==> config.mk <==
export PLATFORM = sky130hd
export DESIGN_NAME = tlb_address_translator
export DESIGN_NICKNAME = d
export VERILOG_FILES = /design/src/rtl/core/tlbat_pkg.sv /design/src/rtl/core/tlbat_cell.sv /design/src/rtl/core/tlb_address_translator.sv
export SDC_FILE = /design/constraint.sdc
export NUM_CORES = 2
export LEC_CHECK = 0
export CAP_MARGIN = 10
export CORE_ASPECT_RATIO = 0.7
export CORE_MARGIN = 5
export CORE_UTILIZATION = 65
export DETAILED_ROUTE_END_ITERATION = 12
export DONT_BUFFER_PORTS = 1
export GPL_ROUTABILITY_DRIVEN = 0
export PLACE_DENSITY_LB_ADDON = 0.3
export SLEW_MARGIN = 20
export SYNTH_ARGS = -nofsm -noshare
export SYNTH_HDL_FRONTEND = slang
export SYNTH_HIERARCHICAL = 1
export SYNTH_SLANG_ARGS = --single-unit
export TNS_END_PERCENT = 30
==> constraint.sdc <==
create_clock -name clk -period 45.5 [get_ports clk]
set_input_delay 9.1 -clock clk [delete_from_list [all_inputs] [get_ports clk]]
set_output_delay 9.1 -clock clk [all_outputs]
set_load 0.02 [all_outputs]
==> src/rtl/core/tlbat_pkg.sv <==
// ---------------------------------------------------------------------------
// TLB address translator package
// Shared sizes, request and result types, and the TLB entry record.
// ---------------------------------------------------------------------------
package tlbat_pkg;

  localparam int TLB_ENTRIES = 16;
  localparam int OFFSET_BITS = 8;
  localparam int PAGE_BITS   = 8;
  localparam int TABLE_DEPTH = 1 << PAGE_BITS;
  localparam int FRAME_BITS  = 8;
  localparam int COUNT_BITS  = 32;

  typedef enum logic {
    OP_TRANSLATE = 1'b0,
    OP_TABLE_WR  = 1'b1
  } opcode_t;

  typedef struct packed {
    logic        opcode;
    logic [15:0] logical_address;
    logic [7:0]  table_page;
    logic [7:0]  table_frame;
  } in_item_t;

  typedef struct packed {
    logic [15:0] physical_address;
    logic        tlb_hit;
    logic [7:0]  page_number;
    logic [7:0]  page_offset;
    logic [31:0] hit_total;
    logic [31:0] miss_total;
  } out_item_t;

  typedef struct packed {
    logic                  valid;
    logic [PAGE_BITS-1:0]  tag;
    logic [FRAME_BITS-1:0] frame;
  } tlb_entry_t;

endpackage

==> src/rtl/core/tlbat_cell.sv <==
// ---------------------------------------------------------------------------
// TLB cell
// One TLB entry. Compares its tag with the looked-up page and, on a fill,
// takes the entry of its upstream neighbor.
// ---------------------------------------------------------------------------
module tlbat_cell (
  input  logic                            clk,
  input  logic                            rst_n,
  input  logic                            shift_en,
  input  tlbat_pkg::tlb_entry_t           entry_in,
  input  logic [tlbat_pkg::PAGE_BITS-1:0] lookup_page,
  output tlbat_pkg::tlb_entry_t           entry_out,
  output logic                            match
);
  import tlbat_pkg::*;

  logic                  valid_r;
  logic [PAGE_BITS-1:0]  tag_r;
  logic [FRAME_BITS-1:0] frame_r;

  always_ff @(posedge clk) begin
    if (!rst_n) begin
      valid_r <= 1'b0;
    end else if (shift_en) begin
      valid_r <= entry_in.valid;
    end
  end

  always_ff @(posedge clk) begin
    if (shift_en) begin
      tag_r   <= entry_in.tag;
      frame_r <= entry_in.frame;
    end
  end

  assign entry_out = '{valid: valid_r, tag: tag_r, frame: frame_r};
  assign match     = valid_r && (tag_r == lookup_page);

endmodule

==> src/rtl/core/tlb_address_translator.sv <==
// ---------------------------------------------------------------------------
// TLB address translator
// Translates logical addresses through a 16-entry fully associative TLB
// built as a shifting row of cells, backed by a 256-entry frame table.
// ---------------------------------------------------------------------------
//   Channel   Ports                         Carries
//   input     in_valid, in_stall, in_data   translate or frame-table write
//   output    out_valid, out_stall, out_data translation result
//
// In a translate request, the TLB compare and the registered frame-table
// read happen in the accept cycle; the result and any TLB fill follow in
// S_RESOLVE once the output is free. A frame-table write gives no result.
// Reset invalidates all TLB entries and clears both counters; the frame
// table is not cleared. A stalled result holds its slot; one more request
// can be accepted and looked up behind it.
module tlb_address_translator (
  input  logic                 clk,
  input  logic                 rst_n,
  input  logic                 in_valid,
  output logic                 in_stall,
  input  tlbat_pkg::in_item_t  in_data,
  output logic                 out_valid,
  input  logic                 out_stall,
  output tlbat_pkg::out_item_t out_data
);
  import tlbat_pkg::*;

  typedef enum logic {
    S_IDLE,
    S_RESOLVE
  } state_t;

  state_t state_r;

  logic [FRAME_BITS-1:0] frame_mem [TABLE_DEPTH];
  logic [FRAME_BITS-1:0] mem_rd_r;

  tlb_entry_t             chain [TLB_ENTRIES+1];
  logic [TLB_ENTRIES-1:0] match;

  logic [PAGE_BITS-1:0]   lookup_page;
  logic [FRAME_BITS-1:0]  tlb_frame;
  logic                   in_accept;
  logic                   out_free;
  logic                   resolve;
  logic                   shift_en;

  logic                   hit_r;
  logic [FRAME_BITS-1:0]  tlb_frame_r;
  logic [PAGE_BITS-1:0]   page_r;
  logic [OFFSET_BITS-1:0] offset_r;

  logic [COUNT_BITS-1:0]  hit_cnt_r, hit_cnt_nxt;
  logic [COUNT_BITS-1:0]  miss_cnt_r, miss_cnt_nxt;
  logic [FRAME_BITS-1:0]  frame_sel;
  logic                   out_valid_r;
  out_item_t              out_data_r;

  assign in_stall    = (state_r != S_IDLE);
  assign in_accept   = in_valid && !in_stall;
  assign out_free    = !out_valid_r || !out_stall;
  assign resolve     = (state_r == S_RESOLVE) && out_free;
  assign shift_en    = resolve && !hit_r;
  assign lookup_page = in_data.logical_address[OFFSET_BITS +: PAGE_BITS];

  // New entries enter at the head; the oldest falls off the tail.
  assign chain[0] = '{valid: 1'b1, tag: page_r, frame: mem_rd_r};

  for (genvar g = 0; g < TLB_ENTRIES; g++) begin : g_cell
    tlbat_cell u_cell (
      .clk         (clk),
      .rst_n       (rst_n),
      .shift_en    (shift_en),
      .entry_in    (chain[g]),
      .lookup_page (lookup_page),
      .entry_out   (chain[g+1]),
      .match       (match[g])
    );
  end

  // Valid tags are unique, so an OR across the matching cells selects one.
  always_comb begin
    tlb_frame = '0;
    for (int i = 0; i < TLB_ENTRIES; i++) begin
      tlb_frame = tlb_frame | ({FRAME_BITS{match[i]}} & chain[i+1].frame);
    end
  end

  always_ff @(posedge clk) begin
    if (in_accept) begin
      if (in_data.opcode == OP_TABLE_WR) begin
        frame_mem[in_data.table_page[PAGE_BITS-1:0]] <= in_data.table_frame;
      end
      mem_rd_r <= frame_mem[lookup_page];
    end
  end

  always_ff @(posedge clk) begin
    if (in_accept) begin
      hit_r       <= |match;
      tlb_frame_r <= tlb_frame;
      page_r      <= lookup_page;
      offset_r    <= in_data.logical_address[OFFSET_BITS-1:0];
    end
  end

  always_comb begin
    hit_cnt_nxt  = hit_cnt_r;
    miss_cnt_nxt = miss_cnt_r;
    if (hit_r) begin
      if (hit_cnt_r != '1) hit_cnt_nxt = hit_cnt_r + 1'b1;
    end else begin
      if (miss_cnt_r != '1) miss_cnt_nxt = miss_cnt_r + 1'b1;
    end
    frame_sel = hit_r ? tlb_frame_r : mem_rd_r;
  end

  always_ff @(posedge clk) begin
    if (!rst_n) begin
      state_r     <= S_IDLE;
      out_valid_r <= 1'b0;
      hit_cnt_r   <= '0;
      miss_cnt_r  <= '0;
    end else begin
      unique case (state_r)
        S_IDLE: begin
          if (in_accept && in_data.opcode == OP_TRANSLATE) state_r <= S_RESOLVE;
        end
        S_RESOLVE: begin
          if (resolve) state_r <= S_IDLE;
        end
        default: state_r <= S_IDLE;
      endcase

      if (resolve) begin
        out_valid_r                 <= 1'b1;
        hit_cnt_r                   <= hit_cnt_nxt;
        miss_cnt_r                  <= miss_cnt_nxt;
        out_data_r.physical_address <= 16'({frame_sel, offset_r});
        out_data_r.tlb_hit          <= hit_r;
        out_data_r.page_number      <= 8'(page_r);
        out_data_r.page_offset      <= 8'(offset_r);
        out_data_r.hit_total        <= hit_cnt_nxt;
        out_data_r.miss_total       <= miss_cnt_nxt;
      end else if (!out_stall) begin
        out_valid_r <= 1'b0;
      end
    end
  end

  assign out_valid = out_valid_r;
  assign out_data  = out_data_r;

  a_unique_match: assert property (@(posedge clk) disable iff (!rst_n)
    $countones(match) <= 1)
    else $error("more than one TLB cell matches the page");

  a_fill_head: assert property (@(posedge clk) disable iff (!rst_n)
    shift_en |=> chain[1].valid && chain[1].tag == $past(page_r))
    else $error("missed page not placed at the head of the TLB");

  a_hit_count: assert property (@(posedge clk) disable iff (!rst_n)
    (resolve && hit_r) |=> (hit_cnt_r == $past(hit_cnt_r) + 1'b1) ||
                           (hit_cnt_r == $past(hit_cnt_r) && hit_cnt_r == '1))
    else $error("hit counter did not advance on a hit");

  a_miss_count: assert property (@(posedge clk) disable iff (!rst_n)
    (resolve && !hit_r) |=> (miss_cnt_r == $past(miss_cnt_r) + 1'b1) ||
                            (miss_cnt_r == $past(miss_cnt_r) && miss_cnt_r == '1))
    else $error("miss counter did not advance on a miss");

endmodule
---- After elaboration in Yosys (flattened, before gate mapping) ----
Memories as Yosys holds them, arrays and structs flattened. A register that Yosys moved wholly into a read port is not among the register bits.
Index checks and enable logic that the tools add are counted.
word-level totals
  latch bits .............................. 0
  flip-flop bits (word level) ............. 460
  bits in read-only memories .............. 0
  RAM bits ................................ 2048
  logic and storage cells ................. 157
  output and inout port bits .............. 99
  memories kept ........................... 1
  input bits .............................. 37
memory list
  memory     depth  width  read ports  clocked after Yosys merged registers in  wr ports  line                          source
  frame_mem  256    8      1           1                                        1         tlb_address_translator.sv:35  logic [FRAME_BITS-1:0] frame_mem [TABLE_DEPTH];
operators by class
  $lt $le $gt $ge ......................... 0
  div/mod/pow operators ................... 0
  bitwise gates (word level) .............. 33
  $mul .................................... 0
  shift operators ......................... 0
  reductions and logical operators ........ 27
  multiplexer cells ....................... 13
  equality and inequality tests ........... 19
  $add $sub $neg .......................... 2
operators with widths
  kind                                                   number
  AND 8 bit                                              16
  == test 8 bit                                          16
  two-way mux 32 bit                                     4
  OR 8 bit                                               15
  adder 32 x 1 -> 32 bit, second input constant          2
  inequality test 32 bit, second input constant          2
  logical AND 1 bit                                      20
  OR reduction 16 bit                                    1
  two-way mux 8 bit                                      1
  two-way mux 1 bit                                      7
  zero test 1 bit                                        4
  inequality test 2 x 1 -> 1 bit, second input constant  1
  NOT 1 bit                                              2
  one-hot mux 1 bit (2 select lines)                     1
  AND reduction 2 bit                                    1
  logical OR 1 bit                                       1

---- Depth between registers and ports, before layout ----
  word-level depth ........................ 18
  gate-level depth with buffers ........... 12
  mapped depth without buffers ............ 7

---- Hierarchy ----
Netlist, hierarchy kept.
by module, submodules not included
  module                  area each (um^2)  sequential area each (um^2)  cells an instance  times used
  tlb_address_translator  87928.1           66483.8                      4535               1
  tlbat_cell              619.3             500.5                        32                 16

---- Worst setup path before layout ----
Ideal clock, no wire load.
  path kind ............................... input to register
  start ................................... input out_stall
  end ..................................... register g_cell[10].u_cell.valid_r
  library setup time ...................... 136 ps
  arrival ................................. 22167 ps
  required time ........................... 45364 ps
  stages on the path ...................... 7
  path slack .............................. 23196 ps
  buffers on the path ..................... 2
  cell sequence ........................... nand2_1 > nand2_1 > clkbuf_1 > clkbuf_1 > nor2_1 > mux2i_1 > nor2b_1
between the ends
  cells in the longest elaborated chain, start to end .. 4
RTL lines
  what                  line                          source
  from (decl)           tlb_address_translator.sv:23  input logic out_stall,
  zero test 1 bit       --
  logical OR 1 bit      tlb_address_translator.sv:61  assign out_free = !out_valid_r || !out_stall;
  logical AND 1 bit     tlb_address_translator.sv:62  assign resolve = (state_r == S_RESOLVE) && out_free;
  logical AND 1 bit     tlb_address_translator.sv:63  assign shift_en = resolve && !hit_r;
  named net shift_en    tlb_address_translator.sv:46  logic shift_en;
  to (signal assigned)  tlbat_cell.sv:25              valid_r <= entry_in.valid;
  to (decl)             tlbat_cell.sv:17              logic valid_r;
The timed path passes the listed nets, and every way through them passes these cells.
A chain may end at the register's enable or synchronous reset.

==> summary.txt <==
Yosys
  • Post-Syn Area: 0.0978 mm^2
  • Yosys warning count: 6
  • Avg Inst Size Synth: 19.4 um^2
  • Syn Nets: 5,085
  • Cells after Synth: 5,046

GRT
  • Initial antenna violation count: 12
  • Routing usage on met3: 9.11%
  • GRT Util Overall: 29.4%
  • Overflow after GRT: 0
  • Vias in the first global route: 49.0k
  • Grt met1 use: 44.8%
  • GRT met2 Usage: 41.6%
  • First-pass GRT wire length: 338,000 um
  • Most Used Layer, Global Route: met1
  • Largest net degree at the start of global routing: 458

Floorplanning
  • Die area: 0.158 mm^2
  • Core footprint: 0.150 mm^2
  • # rows: 119
  • Die W: 474 um
  • Initial core utilization: 65.2%
  • Die height: 335 um
  • Boundary pin count: 136

Setup path
  • Worst path most repeated cell: buf_16
  • Reg2reg start: in_stall$_SDFF_PN0_
  • Buffers & Inverters on Critical Path: 4
  • Worst EP arrival: 13,580 ps
  • Setup crit end kind: register
  • Critical-path cell list: buf_16, buf_16, buf_16, buf_16, mux4_2, mux2i_1, a211oi_1, nor4_1, nor4_1
  • Slowest stage delay, CP: 760 ps
  • Launch point of the worst path: in_data[24]
  • Worst Path Required: 46,070 ps
  • Startpoint types: input port
  • WS Path Type: input port to register
  • Critical-path top delay cell: nor4_1
  • Delay-heaviest family, CP: buffers and inverters
  • CP max FO: 130

Timing
  • Clock Skew: 48.7 ps
  • FMAX: 76.9 MHz
  • Hold Fails Final Rpt: 0
  • RSZ-0062 raised after global routing: false
  • Slew @ Worst Pin: 3120 ps
  • Final Setup Violations: 0
  • Final period util: 28.6%
  • Worst slew margin: -108%
  • Clock period minus worst slack: 13,010 ps
  • Max Slew Vio Count: 290
  • Setup TNS: 0 ps

Routing
  • Vias: 49.9k
  • Drt drc: 0
  • DR vias/cell: 6.96
  • Iteration-0 DRC Markers: 8,003
  • Per-cell routed wire length: 32.1 um
  • Antenna Nets Post-Route: 0
  • Pre-antenna DRT Iters: 8
  • Drt total wl: 230,000 um

Min path
  • HP Class: register to register
  • Hold Path Origin: offset_r[2]$_DFFE_PP_

Final layout
  • Fill cell count: 8,543
  • Final net count: 5,032
  • Area growth syn-to-layout: 8.44%
  • Layout cell share with drive strength beyond 1: 16.5%
  • Finished Layout Cells: 7,179

Pwr
  • Lkg Pwr: 32.5 nW
  • Power Density: 42.1 mW/mm^2
  • Maximum vdd drop: 0.0000437 V

Place
  • Number of I/O port buffers: 0
  • Post-DP HPWL: 129,000 um
  • Placed cells: 6,773

Run status
  • Failing checks: max-slew violations
  • Status: complete, but fails checks

CTS
  • TritonCTS clock tree: done
  • Clock Tree Buf Depth: 3
  • Clock-pin slew on the worst setup and hold paths: 70 ps
  • Num CTS Buffers: 212
  • H-tree Lvls: 4
  • CTS sink cnt: 2,508
  • Setup Buffers After CTS: 0
  • Post-CTS resize count: 0
  • CTS Root Buffer Type: clkbuf_16
  • Hold buffers post-CTS: 0
  • Clock Latency Late Sink: 850 ps

Job
  • Max_cap viols: 0
per-layer routing:
metal  vias up  wire length [um]
met5         -                26
met4         4              6890
met3       417             31800
met2      3413            103000
met1     25700             88400
li1      20400                 -
path summary, 6_finish.rpt:
path              cells after the start                     endpoint  slack [ps]
hold reg to reg                       0       out_data[83]$_DFFE_PP_         410
setup / recovery                      9        mem_rd_r[3]$_DFFE_PP_       32490
setup reg to reg                      4  frame_mem[209][3]$_DFFE_PP_       41260
hold / removal                        0       out_data[83]$_DFFE_PP_         410
through the flow:
step	instance area, um^2	worst slack [ps]	total power [mW]	util [%]	hold WS [ps]
after floorplan	97800	23200	2.72	-	400
after global placement	99300	31490	2.75	66.2	401
after detailed placement	99400	31340	2.76	66.3	407
after CTS	106000	32220	4.48	70.7	422
after global routing	106000	32300	4.59	70.7	433
final	106000	32490	4.47	70.8	412
layout make-up:
| class | count | area (um^2) | share of cell area (%) |
|---|---|---|---|
| sequential | 2508 | 74500 | 70.2 |
| multi-input combinational | 2216 | 22000 | 20.7 |
| clock buffer | 278 | 5650 | 5.32 |
| tap | 1996 | 2500 | 2.35 |
| clock inverter | 115 | 958 | 0.903 |
| timing repair buffer | 42 | 468 | 0.441 |
| inverter | 13 | 48.8 | 0.0460 |
| antenna | 11 | 27.5 | 0.0259 |
power by group:
part / internal [mW] / total [mW] / switching, mW / leakage [nW]
clock: 0.939 / 1.75 / 0.814 / 3.22
combinational: 0.0684 / 0.155 / 0.0867 / 6.80
sequential: 2.55 / 2.56 / 0.0151 / 22.5
flip-flops by register name, indices dropped and copies added (netlist names):
signal,cells
frame_mem,2048
g_cell.u_cell/frame_r,128
g_cell.u_cell/tag_r,128
g_cell.u_cell/valid_r,16
hit_cnt_r,32
hit_r,1
in_stall,1
mem_rd_r,8
miss_cnt_r,32
offset_r,8
out_data,89
out_valid,1
page_r,8
tlb_frame_r,8
worst register-to-register path: stages, from the launching register on:
cell     delay, ps
dfxtp_1        440
nor2b_4        290
and2_1         720
nand3_2       1130
nor2_1        1280
placed cells by master (no fill, tap or decap), drive strengths merged, types with 11 or more instances in the layout:
cell / n
and2: 16
mux2i: 171
a22o: 60
buf: 42
nand4: 59
nand2: 132
nor4: 45
a221oi: 56
a211oi: 22
nor3: 59
o22ai: 44
clkinv: 99
a21oi: 84
o221ai: 32
diode: 11
xor2: 48
nand3: 84
mux4: 451
or3: 11
inv: 15
o21ai: 32
mux2: 13
xnor2: 176
and3: 19
dfxtp: 82
bufinv: 11
nor2: 346
clkbuf: 278
or4: 11
nor2b: 39
edfxtp: 2426
a22oi: 100
nand2b: 19
o211ai: 12
o31ai: 15
No activity file was read; power rests on OpenSTA's default activity.
